### src/hdl/sphere_wireframe_segment_generator_unit_defines.svh
// Assertion macros for the sphere wireframe segment generator.
// No dependencies; included by files that carry concurrent checks.
`ifndef SPHERE_WIREFRAME_SEGMENT_GENERATOR_UNIT_DEFINES_SVH
`define SPHERE_WIREFRAME_SEGMENT_GENERATOR_UNIT_DEFINES_SVH

// Same-cycle implication.
`define SWSG_ASSERT_NOW(lbl, clk, rst, ante, cons) \
   lbl: assert property (@(posedge clk) disable iff (rst) (ante) |-> (cons)) \
      else $error("same-cycle check failed");

// Next-cycle implication.
`define SWSG_ASSERT_NEXT(lbl, clk, rst, ante, cons) \
   lbl: assert property (@(posedge clk) disable iff (rst) (ante) |=> (cons)) \
      else $error("next-cycle check failed");

`endif

### src/hdl/swsg_pkg.sv
// Shared types, constants and the arctangent table of the segment generator.
// No dependencies; imported by swsg_cordic and the top level.
package swsg_pkg;

   localparam int ANGLE_BITS              = 16;
   localparam int COORD_BITS              = 12;
   localparam int TRIG_FRACTION_BITS_DEF  = 16;
   localparam int CSR_DATA_BITS           = 16;
   localparam int CSR_INDEX_BITS          = 3;
   localparam int RADIUS_BITS             = 10;
   localparam int SCALE_BITS              = 8;
   localparam int CORDIC_STEPS            = 28;
   localparam int CORDIC_GAIN             = 652032874;

   localparam logic [CSR_INDEX_BITS-1:0] CSR_ROLL   = 3'd0;
   localparam logic [CSR_INDEX_BITS-1:0] CSR_PITCH  = 3'd1;
   localparam logic [CSR_INDEX_BITS-1:0] CSR_YAW    = 3'd2;
   localparam logic [CSR_INDEX_BITS-1:0] CSR_RADIUS = 3'd3;
   localparam logic [CSR_INDEX_BITS-1:0] CSR_CX     = 3'd4;
   localparam logic [CSR_INDEX_BITS-1:0] CSR_CY     = 3'd5;
   localparam logic [CSR_INDEX_BITS-1:0] CSR_VSCALE = 3'd6;

   typedef struct packed {
      logic [ANGLE_BITS-1:0] polar_angle;
      logic [ANGLE_BITS-1:0] azimuth_angle;
      logic                  new_polyline;
   } req_type;

   typedef struct packed {
      logic signed [COORD_BITS-1:0] start_x;
      logic signed [COORD_BITS-1:0] start_y;
      logic signed [COORD_BITS-1:0] end_x;
      logic signed [COORD_BITS-1:0] end_y;
   } rsp_type;

   function automatic logic [29:0] atan_f(input logic [4:0] idx);
      logic [29:0] r;
      unique case (idx)
         5'd0:  r = 30'd536870912;
         5'd1:  r = 30'd316933406;
         5'd2:  r = 30'd167458907;
         5'd3:  r = 30'd85004756;
         5'd4:  r = 30'd42667331;
         5'd5:  r = 30'd21354465;
         5'd6:  r = 30'd10679838;
         5'd7:  r = 30'd5340245;
         5'd8:  r = 30'd2670163;
         5'd9:  r = 30'd1335087;
         5'd10: r = 30'd667544;
         5'd11: r = 30'd333772;
         5'd12: r = 30'd166886;
         5'd13: r = 30'd83443;
         5'd14: r = 30'd41722;
         5'd15: r = 30'd20861;
         5'd16: r = 30'd10430;
         5'd17: r = 30'd5215;
         5'd18: r = 30'd2608;
         5'd19: r = 30'd1304;
         5'd20: r = 30'd652;
         5'd21: r = 30'd326;
         5'd22: r = 30'd163;
         5'd23: r = 30'd81;
         5'd24: r = 30'd41;
         5'd25: r = 30'd20;
         5'd26: r = 30'd10;
         5'd27: r = 30'd5;
         default: r = 30'd0;
      endcase
      return r;
   endfunction

endpackage

### src/hdl/swsg_cordic.sv
// Iterative rotation-mode CORDIC, one micro-rotation per cycle, giving cos and sin.
// Depends on swsg_pkg for the angle width, gain and arctangent table.
module swsg_cordic #(
   parameter int TRIG_FRACTION_BITS = swsg_pkg::TRIG_FRACTION_BITS_DEF
) (
   input  logic                                 clock,
   input  logic                                 reset,
   input  logic                                 start,
   input  logic [swsg_pkg::ANGLE_BITS-1:0]      angle,
   output logic                                 done,
   output logic signed [TRIG_FRACTION_BITS+1:0] cos_val,
   output logic signed [TRIG_FRACTION_BITS+1:0] sin_val
);
   import swsg_pkg::*;

   localparam int F  = TRIG_FRACTION_BITS;
   localparam int CW = 34;
   localparam int TW = F + 2;
   localparam int SH = 30 - F;

   logic signed [CW-1:0] x_ff, x_in, y_ff, y_in, z_ff, z_in;
   logic [4:0]           step_ff, step_in;
   logic                 busy_ff, busy_in, done_ff, done_in;
   logic [1:0]           quad_ff, quad_in;
   logic [31:0]          a32;
   logic signed [CW-1:0] xs, ys, at, half, one, xr, yr, xc, yc;
   logic signed [TW-1:0] cx, cy;

   always_comb begin
      a32     = 32'(angle) << (32 - ANGLE_BITS);
      xs      = x_ff >>> step_ff;
      ys      = y_ff >>> step_ff;
      at      = CW'(atan_f(step_ff));
      x_in    = x_ff;
      y_in    = y_ff;
      z_in    = z_ff;
      step_in = step_ff;
      busy_in = busy_ff;
      quad_in = quad_ff;
      done_in = 1'b0;
      if (start) begin
         x_in    = CW'(CORDIC_GAIN);
         y_in    = '0;
         z_in    = CW'(a32[29:0]);
         quad_in = a32[31:30];
         step_in = '0;
         busy_in = 1'b1;
      end else if (busy_ff) begin
         if (!z_ff[CW-1]) begin
            x_in = x_ff - ys;
            y_in = y_ff + xs;
            z_in = z_ff - at;
         end else begin
            x_in = x_ff + ys;
            y_in = y_ff - xs;
            z_in = z_ff + at;
         end
         step_in = step_ff + 5'd1;
         if (step_ff == 5'(CORDIC_STEPS - 1)) begin
            busy_in = 1'b0;
            done_in = 1'b1;
         end
      end
   end

   always_comb begin
      half = CW'(1) << (SH - 1);
      one  = CW'(1) << F;
      xr   = (x_ff + half) >>> SH;
      yr   = (y_ff + half) >>> SH;
      xc   = (xr > one) ? one : ((xr < -one) ? -one : xr);
      yc   = (yr > one) ? one : ((yr < -one) ? -one : yr);
      cx   = TW'(xc);
      cy   = TW'(yc);
      unique case (quad_ff)
         2'd0: begin cos_val = cx;  sin_val = cy;  end
         2'd1: begin cos_val = -cy; sin_val = cx;  end
         2'd2: begin cos_val = -cx; sin_val = -cy; end
         default: begin cos_val = cy; sin_val = -cx; end
      endcase
   end

   assign done = done_ff;

   always_ff @(posedge clock) begin
      if (reset) begin
         busy_ff <= 1'b0;
         done_ff <= 1'b0;
      end else begin
         busy_ff <= busy_in;
         done_ff <= done_in;
      end
   end

   always_ff @(posedge clock) begin
      x_ff    <= x_in;
      y_ff    <= y_in;
      z_ff    <= z_in;
      step_ff <= step_in;
      quad_ff <= quad_in;
   end

endmodule

### src/hdl/sphere_wireframe_segment_generator_unit.sv
// Per point: 2 CORDIC runs (28 steps each), then 14 multiply/writeback pairs and an
// emit state that waits for rsp_ready; a hidden point, or one drawn with the pen up,
// frees the unit with no response. One word at a time: the next accept waits for idle.
// After reset and after each angle write the rotation matrix is rebuilt (3 CORDIC runs
// plus 14 multiply pairs) while req_ready stays low.
// Reset: synchronous, active high; control and CSR registers only, not the datapath.
`include "sphere_wireframe_segment_generator_unit_defines.svh"
module sphere_wireframe_segment_generator_unit #(
   parameter int TRIG_FRACTION_BITS = swsg_pkg::TRIG_FRACTION_BITS_DEF
) (
   input  logic                                  clock,
   input  logic                                  reset,
   input  logic                                  req_valid,
   output logic                                  req_ready,
   input  swsg_pkg::req_type                     req_data,
   output logic                                  rsp_valid,
   input  logic                                  rsp_ready,
   output swsg_pkg::rsp_type                     rsp_data,
   input  logic                                  csr_we,
   input  logic [swsg_pkg::CSR_INDEX_BITS-1:0]   csr_index,
   input  logic [swsg_pkg::CSR_DATA_BITS-1:0]    csr_wdata
);
   import swsg_pkg::*;

   localparam int F    = TRIG_FRACTION_BITS;
   localparam int TW   = F + 2;
   localparam int AW   = F + 14;
   localparam int BW   = F + 2;
   localparam int PW   = AW + BW;
   localparam int ACW  = PW + 2;
   localparam logic [3:0] STEP_LAST = 4'd13;

   typedef enum logic [4:0] {
      ST_IDLE = 5'b00001,
      ST_TRIG = 5'b00010,
      ST_MUL  = 5'b00100,
      ST_WB   = 5'b01000,
      ST_EMIT = 5'b10000
   } state_type;

   state_type state_ff, state_in;
   logic      mode_ff, mode_in;
   logic      build_req_ff, build_req_in;
   logic      start_ff, start_in;
   logic [1:0] tidx_ff, tidx_in;
   logic [3:0] step_ff, step_in;
   logic      pen_ff, pen_in;
   logic      rsp_valid_ff, rsp_valid_in;

   logic [ANGLE_BITS-1:0]  roll_ff, roll_in, pitch_ff, pitch_in, yaw_ff, yaw_in;
   logic [RADIUS_BITS-1:0] radius_ff, radius_in, cx_ff, cx_in, cy_ff, cy_in;
   logic [SCALE_BITS-1:0]  vs_ff, vs_in;

   req_type               req_ff, req_in;
   rsp_type               rsp_ff, rsp_in, seg_ff, seg_in;
   logic signed [TW-1:0]  cc_ff [3];
   logic signed [TW-1:0]  cc_in [3];
   logic signed [TW-1:0]  ss_ff [3];
   logic signed [TW-1:0]  ss_in [3];
   logic signed [TW-1:0]  m_ff  [9];
   logic signed [TW-1:0]  m_in  [9];
   logic signed [AW-1:0]  f_ff  [3];
   logic signed [AW-1:0]  f_in  [3];
   logic signed [AW-1:0]  p0_ff, p0_in, u_ff, u_in, v_ff, v_in;
   logic signed [ACW-1:0] acc_ff, acc_in;
   logic signed [PW-1:0]  prod_ff;
   logic signed [COORD_BITS-1:0] lx_ff, lx_in, ly_ff, ly_in, xq_ff, xq_in;

   logic                  cor_done;
   logic signed [TW-1:0]  cor_cos, cor_sin;
   logic [ANGLE_BITS-1:0] cor_angle;
   logic signed [AW-1:0]  mul_a;
   logic signed [BW-1:0]  mul_b;
   logic signed [ACW-1:0] pe, pr, sum, lim, cmax, cmin, cxe, cye, xw, yw;
   logic                  trig_last;

   function automatic logic signed [ACW-1:0] rnd_f(input logic signed [ACW-1:0] v,
                                                    input int k);
      logic signed [ACW-1:0] h;
      h = ACW'(1) << (k - 1);
      return (v + h) >>> k;
   endfunction

   function automatic logic signed [ACW-1:0] clamp_f(input logic signed [ACW-1:0] v,
                                                      input logic signed [ACW-1:0] lo,
                                                      input logic signed [ACW-1:0] hi);
      return (v < lo) ? lo : ((v > hi) ? hi : v);
   endfunction

   swsg_cordic #(.TRIG_FRACTION_BITS(TRIG_FRACTION_BITS)) u_cordic (
      .clock   (clock),
      .reset   (reset),
      .start   (start_ff),
      .angle   (cor_angle),
      .done    (cor_done),
      .cos_val (cor_cos),
      .sin_val (cor_sin)
   );

   assign req_ready = (state_ff == ST_IDLE) && !build_req_ff;
   assign rsp_valid = rsp_valid_ff;
   assign rsp_data  = rsp_ff;

   always_comb begin
      if (mode_ff) begin
         unique case (tidx_ff)
            2'd0:    cor_angle = roll_ff;
            2'd1:    cor_angle = pitch_ff;
            default: cor_angle = yaw_ff;
         endcase
      end else begin
         cor_angle = (tidx_ff == 2'd0) ? req_ff.polar_angle : req_ff.azimuth_angle;
      end
   end

   always_comb begin
      mul_a = '0;
      mul_b = '0;
      if (mode_ff) begin
         unique case (step_ff)
            4'd0:  begin mul_a = AW'(cc_ff[1]); mul_b = cc_ff[2]; end
            4'd1:  begin mul_a = AW'(cc_ff[1]); mul_b = ss_ff[2]; end
            4'd2:  begin mul_a = AW'(ss_ff[0]); mul_b = cc_ff[1]; end
            4'd3:  begin mul_a = AW'(cc_ff[0]); mul_b = cc_ff[1]; end
            4'd4:  begin mul_a = AW'(ss_ff[0]); mul_b = ss_ff[1]; end
            4'd5:  begin mul_a = u_ff;          mul_b = cc_ff[2]; end
            4'd6:  begin mul_a = AW'(cc_ff[0]); mul_b = ss_ff[2]; end
            4'd7:  begin mul_a = u_ff;          mul_b = ss_ff[2]; end
            4'd8:  begin mul_a = AW'(cc_ff[0]); mul_b = cc_ff[2]; end
            4'd9:  begin mul_a = AW'(cc_ff[0]); mul_b = ss_ff[1]; end
            4'd10: begin mul_a = u_ff;          mul_b = cc_ff[2]; end
            4'd11: begin mul_a = AW'(ss_ff[0]); mul_b = ss_ff[2]; end
            4'd12: begin mul_a = u_ff;          mul_b = ss_ff[2]; end
            4'd13: begin mul_a = AW'(ss_ff[0]); mul_b = cc_ff[2]; end
            default: begin mul_a = '0; mul_b = '0; end
         endcase
      end else begin
         unique case (step_ff)
            4'd0:  begin mul_a = AW'(ss_ff[0]); mul_b = BW'(radius_ff); end
            4'd1:  begin mul_a = p0_ff;         mul_b = cc_ff[1]; end
            4'd2:  begin mul_a = p0_ff;         mul_b = ss_ff[1]; end
            4'd3:  begin mul_a = AW'(cc_ff[0]); mul_b = BW'(radius_ff); end
            4'd4:  begin mul_a = f_ff[0];       mul_b = m_ff[2]; end
            4'd5:  begin mul_a = f_ff[1];       mul_b = m_ff[5]; end
            4'd6:  begin mul_a = f_ff[2];       mul_b = m_ff[8]; end
            4'd7:  begin mul_a = f_ff[0];       mul_b = m_ff[0]; end
            4'd8:  begin mul_a = f_ff[1];       mul_b = m_ff[3]; end
            4'd9:  begin mul_a = f_ff[2];       mul_b = m_ff[6]; end
            4'd10: begin mul_a = f_ff[0];       mul_b = m_ff[1]; end
            4'd11: begin mul_a = f_ff[1];       mul_b = m_ff[4]; end
            4'd12: begin mul_a = f_ff[2];       mul_b = m_ff[7]; end
            4'd13: begin mul_a = p0_ff;         mul_b = BW'(vs_ff); end
            default: begin mul_a = '0; mul_b = '0; end
         endcase
      end
   end

   always_comb begin
      state_in     = state_ff;
      mode_in      = mode_ff;
      build_req_in = build_req_ff;
      start_in     = 1'b0;
      tidx_in      = tidx_ff;
      step_in      = step_ff;
      pen_in       = pen_ff;
      rsp_valid_in = rsp_valid_ff;
      roll_in      = roll_ff;
      pitch_in     = pitch_ff;
      yaw_in       = yaw_ff;
      radius_in    = radius_ff;
      cx_in        = cx_ff;
      cy_in        = cy_ff;
      vs_in        = vs_ff;
      req_in       = req_ff;
      rsp_in       = rsp_ff;
      seg_in       = seg_ff;
      cc_in        = cc_ff;
      ss_in        = ss_ff;
      m_in         = m_ff;
      f_in         = f_ff;
      p0_in        = p0_ff;
      u_in         = u_ff;
      v_in         = v_ff;
      acc_in       = acc_ff;
      lx_in        = lx_ff;
      ly_in        = ly_ff;
      xq_in        = xq_ff;

      pe   = ACW'(prod_ff);
      pr   = rnd_f(pe, F);
      sum  = acc_ff + pe;
      lim  = ACW'(1) << (F + 1);
      cmax = (ACW'(1) << (COORD_BITS - 1)) - ACW'(1);
      cmin = -cmax - ACW'(1);
      cxe  = ACW'(cx_ff);
      cye  = ACW'(cy_ff);
      xw   = clamp_f(rnd_f(sum, 2 * F) + cxe, cmin, cmax);
      yw   = clamp_f(rnd_f(pe, F + 8) + cye, cmin, cmax);
      trig_last = mode_ff ? (tidx_ff == 2'd2) : (tidx_ff == 2'd1);

      if (csr_we) begin
         unique case (csr_index)
            CSR_ROLL:   begin roll_in  = csr_wdata[ANGLE_BITS-1:0]; build_req_in = 1'b1; end
            CSR_PITCH:  begin pitch_in = csr_wdata[ANGLE_BITS-1:0]; build_req_in = 1'b1; end
            CSR_YAW:    begin yaw_in   = csr_wdata[ANGLE_BITS-1:0]; build_req_in = 1'b1; end
            CSR_RADIUS: radius_in = csr_wdata[RADIUS_BITS-1:0];
            CSR_CX:     cx_in     = csr_wdata[RADIUS_BITS-1:0];
            CSR_CY:     cy_in     = csr_wdata[RADIUS_BITS-1:0];
            CSR_VSCALE: vs_in     = csr_wdata[SCALE_BITS-1:0];
            default: ;
         endcase
      end

      if (rsp_valid_ff && rsp_ready) rsp_valid_in = 1'b0;

      unique case (state_ff)
         ST_IDLE: begin
            if (build_req_ff) begin
               build_req_in = csr_we && (csr_index == CSR_ROLL || csr_index == CSR_PITCH
                                         || csr_index == CSR_YAW);
               mode_in  = 1'b1;
               tidx_in  = 2'd0;
               start_in = 1'b1;
               state_in = ST_TRIG;
            end else if (req_valid) begin
               req_in   = req_data;
               if (req_data.new_polyline) pen_in = 1'b0;
               mode_in  = 1'b0;
               tidx_in  = 2'd0;
               start_in = 1'b1;
               state_in = ST_TRIG;
            end
         end
         ST_TRIG: begin
            if (cor_done) begin
               cc_in[tidx_ff] = cor_cos;
               ss_in[tidx_ff] = cor_sin;
               if (trig_last) begin
                  step_in  = '0;
                  state_in = ST_MUL;
               end else begin
                  tidx_in  = tidx_ff + 2'd1;
                  start_in = 1'b1;
               end
            end
         end
         ST_MUL: state_in = ST_WB;
         ST_WB: begin
            step_in  = step_ff + 4'd1;
            state_in = ST_MUL;
            if (mode_ff) begin
               unique case (step_ff)
                  4'd0: begin
                     m_in[0] = TW'(clamp_f(pr, -lim, lim - ACW'(1)));
                     m_in[2] = TW'(clamp_f(-ACW'(ss_ff[1]), -lim, lim - ACW'(1)));
                  end
                  4'd1:  m_in[1] = TW'(clamp_f(pr, -lim, lim - ACW'(1)));
                  4'd2:  m_in[5] = TW'(clamp_f(pr, -lim, lim - ACW'(1)));
                  4'd3:  m_in[8] = TW'(clamp_f(pr, -lim, lim - ACW'(1)));
                  4'd4, 4'd9: u_in = AW'(pr);
                  4'd5, 4'd7, 4'd10, 4'd12: v_in = AW'(pr);
                  4'd6:  m_in[3] = TW'(clamp_f(ACW'(v_ff) - pr, -lim, lim - ACW'(1)));
                  4'd8:  m_in[4] = TW'(clamp_f(ACW'(v_ff) + pr, -lim, lim - ACW'(1)));
                  4'd11: m_in[6] = TW'(clamp_f(ACW'(v_ff) + pr, -lim, lim - ACW'(1)));
                  4'd13: begin
                     m_in[7]  = TW'(clamp_f(ACW'(v_ff) - pr, -lim, lim - ACW'(1)));
                     state_in = ST_IDLE;
                  end
                  default: state_in = ST_IDLE;
               endcase
            end else begin
               unique case (step_ff)
                  4'd0: p0_in   = AW'(pe);
                  4'd1: f_in[0] = AW'(pr);
                  4'd2: f_in[1] = AW'(pr);
                  4'd3: f_in[2] = AW'(pe);
                  4'd4, 4'd7, 4'd10: acc_in = pe;
                  4'd5, 4'd8, 4'd11: acc_in = sum;
                  4'd6: begin
                     if (sum <= ACW'(0)) begin
                        pen_in   = 1'b0;
                        state_in = ST_IDLE;
                     end
                  end
                  4'd9:  xq_in = COORD_BITS'(xw);
                  4'd12: p0_in = AW'(rnd_f(sum, F));
                  4'd13: begin
                     seg_in.start_x = lx_ff;
                     seg_in.start_y = ly_ff;
                     seg_in.end_x   = xq_ff;
                     seg_in.end_y   = COORD_BITS'(yw);
                     lx_in          = xq_ff;
                     ly_in          = COORD_BITS'(yw);
                     pen_in         = 1'b1;
                     state_in       = pen_ff ? ST_EMIT : ST_IDLE;
                  end
                  default: state_in = ST_IDLE;
               endcase
            end
         end
         ST_EMIT: begin
            if (!rsp_valid_ff || rsp_ready) begin
               rsp_in       = seg_ff;
               rsp_valid_in = 1'b1;
               state_in     = ST_IDLE;
            end
         end
         default: state_in = ST_IDLE;
      endcase
   end

   always_ff @(posedge clock) begin
      if (reset) begin
         state_ff     <= ST_IDLE;
         mode_ff      <= 1'b1;
         build_req_ff <= 1'b1;
         start_ff     <= 1'b0;
         tidx_ff      <= '0;
         step_ff      <= '0;
         pen_ff       <= 1'b0;
         rsp_valid_ff <= 1'b0;
         roll_ff      <= ANGLE_BITS'(0);
         pitch_ff     <= ANGLE_BITS'(5461);
         yaw_ff       <= ANGLE_BITS'(1820);
         radius_ff    <= RADIUS_BITS'(190);
         cx_ff        <= RADIUS_BITS'(300);
         cy_ff        <= RADIUS_BITS'(165);
         vs_ff        <= SCALE_BITS'(205);
         lx_ff        <= '0;
         ly_ff        <= '0;
      end else begin
         state_ff     <= state_in;
         mode_ff      <= mode_in;
         build_req_ff <= build_req_in;
         start_ff     <= start_in;
         tidx_ff      <= tidx_in;
         step_ff      <= step_in;
         pen_ff       <= pen_in;
         rsp_valid_ff <= rsp_valid_in;
         roll_ff      <= roll_in;
         pitch_ff     <= pitch_in;
         yaw_ff       <= yaw_in;
         radius_ff    <= radius_in;
         cx_ff        <= cx_in;
         cy_ff        <= cy_in;
         vs_ff        <= vs_in;
         lx_ff        <= lx_in;
         ly_ff        <= ly_in;
      end
   end

   always_ff @(posedge clock) begin
      req_ff  <= req_in;
      rsp_ff  <= rsp_in;
      seg_ff  <= seg_in;
      cc_ff   <= cc_in;
      ss_ff   <= ss_in;
      m_ff    <= m_in;
      f_ff    <= f_in;
      p0_ff   <= p0_in;
      u_ff    <= u_in;
      v_ff    <= v_in;
      acc_ff  <= acc_in;
      xq_ff   <= xq_in;
      prod_ff <= PW'(mul_a * mul_b);
   end

   `SWSG_ASSERT_NEXT(a_accept_starts_trig, clock, reset, req_valid && req_ready,
                     state_ff == ST_TRIG && start_ff)
   `SWSG_ASSERT_NOW(a_done_only_in_trig, clock, reset, cor_done, state_ff == ST_TRIG)
   `SWSG_ASSERT_NOW(a_rebuild_blocks_req, clock, reset, build_req_ff, !req_ready)

endmodule
### config.mk
export PLATFORM = sky130hd
export DESIGN_NAME = sphere_wireframe_segment_generator_unit
export DESIGN_NICKNAME = d
export VERILOG_FILES = /design/src/hdl/swsg_pkg.sv /design/src/hdl/swsg_cordic.sv /design/src/hdl/sphere_wireframe_segment_generator_unit.sv
export VERILOG_INCLUDE_DIRS = /design/src /design/src/hdl
export SDC_FILE = /design/constraint.sdc
export NUM_CORES = 2
export LEC_CHECK = 0
export BUFFER_PORTS_ARGS = -buffer_cell sky130_fd_sc_hd__buf_2
export CORE_MARGIN = 3
export CORE_UTILIZATION = 55
export DETAILED_ROUTE_END_ITERATION = 8
export PLACE_DENSITY = 0.77
export SLEW_MARGIN = 15
export SYNTH_ARGS = -nofsm -noshare
export SYNTH_HDL_FRONTEND = slang
export SYNTH_HIERARCHICAL = 1
export SYNTH_SLANG_ARGS = --single-unit
### constraint.sdc
create_clock -name clock -period 11 [get_ports clock]
set_input_delay 3.3 -clock clock [delete_from_list [all_inputs] [get_ports clock]]
set_output_delay 3.3 -clock clock [all_outputs]
set_load 0.01 [all_outputs]
# After elaboration in Yosys (flattened, before gate mapping)
# Memories as Yosys holds them, arrays and structs flattened. A register that Yosys moved wholly into a read port is not among the register bits.
# Cells that the tools add are included.
totals:
  output_inout_bits: 50
  n_memories: 1
  input_bits: 57
  register_bits: 925
  mem_bits_ro: 960
op_classes:
  n_addsub: 23
  bitwise_logic: 4
  shift: 2
  n_mux: 83
  magnitude_cmp: 19
  reduce_logical: 69
  multipliers: 1
  eq_ne: 40
memory_table:
  columns: ["memory", "words", "width", "read_ports", "rd_ports_with_merged_regs", "write_ports", "line", "source"]
  rows:
  - ["(no name shown)", 32, 30, 1, 1, 0, "swsg_pkg.sv:38", "unique case (idx)"]
op_table:
  columns: ["cell", "n"]
  rows:
  - ["18-bit 2-to-1 mux", 13]
  - ["18-bit case mux with 13 select lines", 1]
  - ["30-bit case mux with 6 select lines", 1]
  - ["30-bit case mux with 4 select lines", 1]
  - ["54-bit bitwise mux", 2]
  - ["18-bit case mux with 3 select lines", 2]
  - ["34-bit 2-to-1 mux", 3]
  - ["50-bit case mux with 2 select lines", 1]
  - ["30-bit 2-to-1 mux", 3]
  - ["18-bit case mux with 4 select lines", 1]
  - ["34-bit by 15-bit adder with 34-bit output, second input constant", 2]
  - ["34-bit adder", 2]
  - ["34-bit by 18-bit > comparator with 1-bit output, second input constant", 2]
  - ["34-bit by 18-bit less-than comparator with 1-bit output, second input constant", 2]
  - ["34-bit by 5-bit >>> shifter with 34-bit output", 2]
  - ["34-bit subtractor", 2]
  - ["30-bit case mux with 2 select lines", 1]
  - ["3-bit AND reduction", 19]
  - ["50-bit by 33-bit adder with 50-bit output, second input constant", 1]
  - ["50-bit by 48-bit adder with 50-bit output", 1]
  - ["50-bit by 18-bit > comparator with 1-bit output, second input constant", 1]
  - ["50-bit by 1-bit less-or-equal comparator with 1-bit output, second input constant", 1]
  - ["50-bit by 18-bit less-than comparator with 1-bit output, second input constant", 1]
  - ["18-bit negator with 50-bit output", 1]
  - ["74 further kinds", 175]

# Longest topological paths before layout
depth:
  word_depth: 7
  ltp_mapped: 41
  mapped_depth_nobuf: 38

# By module
# Netlist, hierarchy kept.
by_module_without_submodules:
  columns: ["module", "cells_each", "area_per_inst_um2", "seq_area_each_um2", "n_inst"]
  rows:
  - ["sphere_wireframe_segment_generator_unit", 6039, 59799.9, 22701.8, 1]
  - ["swsg_cordic", 2713, 20978.9, 2982.9, 1]

# Least setup slack after synthesis
# OpenSTA, ideal clock, no wires.
synth_path:
  kind: "reg2reg"
  start: "reg step_ff[0] (netlist name)"
  end: "reg prod_ff[45]"
  n_path_buf: 3
  stages_incl_launch_ff: 37
  t_arrival_ps: 9497
  required_ps: 10928
  slack_ps: 1431
  setup_ps: 72
  cell_sequence: "dfxtp_1 -> inv_1 -> ha_1 -> inv_1 -> nor3_1 -> or4_1 -> clkbuf_1 -> o41ai_1 -> clkbuf_1 -> buf_1 -> o22a_1 -> nor2_1 -> fa_1 -> inv_1 -> fa_1 -> fa_1 -> fa_1 -> inv_1 -> fa_1 -> inv_1 -> fa_1 -> inv_1 -> ha_1 -> a21o_1 -> a21oi_1 -> o21bai_1 -> a21oi_1 -> o21ai_0 -> nor4_1 -> a211oi_1 -> o31ai_1 -> o22ai_1 -> o41a_1 -> a21o_1 -> a21o_1 -> a21oi_1 -> xnor2_1"
synth_lines:
  columns: ["item", "line", "source"]
  rows:
  - ["end signal, assigned", "sphere_wireframe_segment_generator_unit.sv:365", "prod_ff <= PW'(mul_a * mul_b);"]
  - ["end, declared", "sphere_wireframe_segment_generator_unit.sv:66", "logic signed [PW-1:0] prod_ff;"]

==> qor.csv <==
metric,value,unit
status,"finished, violations left",
failing checks,DRC,
average cell area after synthesis,9.230,sq um
RSZ-0062 raised after global routing,false,
total core area,0.1447,sq mm
Placer Congestion,1.054,
cell area after synthesis,0.08078,sq mm
Pins Over Slew Limit,0,
Mapped Cells,8752,
"most common cell after layout, fill and taps aside",nand2_1,
min-delay worst type,reg -> reg,
largest net degree at the start of global routing,74,
cts bufs inserted,96,
clk sinks,955,
starting density of the core,55.83,%
crit-path most repeated cell,fa_1,
drt via density,6.508,
Post-DP Area,0.08327,sq mm
Worst Setup Path Type,reg -> reg,
nets@finish,9627,
antenna violations before repair,6,
PostCTS Resize Cnt,0,
CP Launch Type,flop,
Layout area overhead,7.218,%
# rows,139,
Worst path max stage delay,710,ps
Tmin final,10530,ps
Synth cell types,129,
Clock Latency Late Sink,750,ps
Worst EP arrival,11190,ps
slowest stage cell on the critical path,o41ai_2,
fill cell count,12260,
Seq. cell area,0.02571,sq mm
final hold vios,0,
drt wl/cell,25.63,um
final instance area,0.08661,sq mm
H-tree depth,3,
sequential area share after synthesis,31.80,%
Port Buffers,106,
Die Y,389.2,um
Synth Register Bits,955,
FF-to-FF setup slack,470,ps
skew final,46.27,ps
DP HPWL,208200,um
area of the multi-input gates,0.05005,sq mm
Antenna Violating Nets Remaining,0,
first-pass GRT wire length,411700,um
DR vias,69280,
Synth async-reset ratio,0,%
CTS tree,built,
Max Fclk,94.98,MHz
DR iter-0 viols,8767,
Chip Width,389.2,um
Worst-Margin Slew,1211,ps
clock tree buffer depth,3,
final wirelength,272800,um
die area,0.1515,sq mm
Critical Path RT,11660,ps
"Hold-fix buffers, CTS",0,
final setup violating endpoints,0,
Setup crit end kind,flop,
maximum net fanout on the critical path,30,
"commonest cells after routing, fill and taps aside","nand2_1, inv_1, nor2_1",
max-cap check violation count,0,
clk slew on worst S/H paths,60,ps
top_reg_cell synth,edfxtp_1,
Slew HR,18.98,%
I/O pins,107,
GRT Total Usage,35.37,%
TNS Setup,0,ps
Final period util,95.72,%
Synthesized Nets,9720,
vias in the first global route,67170,
"EDFF count, synth",656,
YS warnings,6,
# DRC,12,
share of layout cells above drive strength 1,8.729,%
CTS root buffer,clkbuf_16,
postcts setup bufs,0,
TritonRoute pass-1 iters,9,
GRT Residual Overflow,0,
-- synth_stat cells (77+ instances only) --
cell	n	area share, %
nor2b_1	98	0.76
a21o_1	143	1.3
a31oi_1	91	0.70
nand2b_1	79	0.61
dfxtp_1	299	7.4
nor3_1	136	0.84
clkbuf_1	357	1.7
nand2_1	1081	5.0
a21oi_1	564	3.5
and2_1	81	0.63
a22oi_1	82	0.76
mux2i_1	100	1.2
nor2_1	744	3.5
edfxtp_1	656	24
mux4_2	91	2.5
o21ai_0	322	2.0
xnor2_1	304	3.3
a222oi_1	77	0.95
fa_1	530	13
ha_1	381	5.9
nand3_1	158	0.98
inv_1	841	3.9
xor2_1	196	2.1
-- registers in the layout, indices dropped and copies added, names as in the netlist, 34 cells and up --
register / flops
m_ff: 162
acc_ff: 50
u_cordic/x_ff: 34
prod_ff: 48
rsp_data: 48
cc_ff: 54
ss_ff: 54
u_cordic/y_ff: 34
u_cordic/z_ff: 34
seg_ff: 48
f_ff: 90
-- layer usage --
layer / wire [um] / share of wire (%) / global-route usage, % / vias to the layer above
met5: 49 / 0.018 / 0 / -
met2: 124300 / 46 / 56.53 / 4109
met1: 103000 / 38 / 45.56 / 33770
met4: 17670 / 6.5 / 18.51 / 6
li1: - / - / - / 30510
met3: 27820 / 10 / 7.185 / 888
-- through the flow --
stage	hold WS, ps	utilization (%)	instances	worst slack (ps)
floorplan	400.3	-	8752	1431
finish	414.1	59.85	10650	471.3
global placement	403.3	57.55	10460	731.1
global route	423.2	59.85	10640	47.18
detailed placement	404.5	57.55	10460	493.4
CTS	415.6	59.84	10640	473.9
-- worst max-delay path: cells and delay by family, from the launching register on --
kind | cells | cell delay [ps]
buf+inv | 7 | 950
simple gates | 4 | 1520
xor+xnor | 1 | 130
fa+ha+maj | 8 | 3740
compound gates | 14 | 3710
flops | 1 | 420
-- final cells by class --
class                   instances  share of cell area [%]
repair buffers                294                   2.259
multi-input cells            6464                   57.79
diodes                          1                0.002889
clock inverters                54                  0.7093
clock buffers                 126                   3.128
well taps                    1903                   2.749
inverters                     848                   3.675
flip-flops and latches        955                   29.69
-- cells by family after synthesis --
group                      Yosys count  share of synthesized area (%)
adders and majority gates          911                          19.04
muxes                              231                          4.357
buffers and inverters             1333                          6.470
DFF                                955                          31.80
AOI/OAI and AO/OA                 1992                          16.56
xor gates and xnor gates           500                          5.421
and+or+nand+nor                   2830                          16.36
-- worst paths after layout --
path / from / end / cells after the start
setup reg to reg: step_ff[1] / prod_ff[45] / 34
setup / recovery: step_ff[1] / prod_ff[45] / 34
hold / removal: seg_ff[3] / rsp_data[3] / 0
hold reg to reg: seg_ff[3] / rsp_data[3] / 0
Power is not shown: default switching activity piles up to over one toggle a cycle in this logic, so the estimate is an artifact.
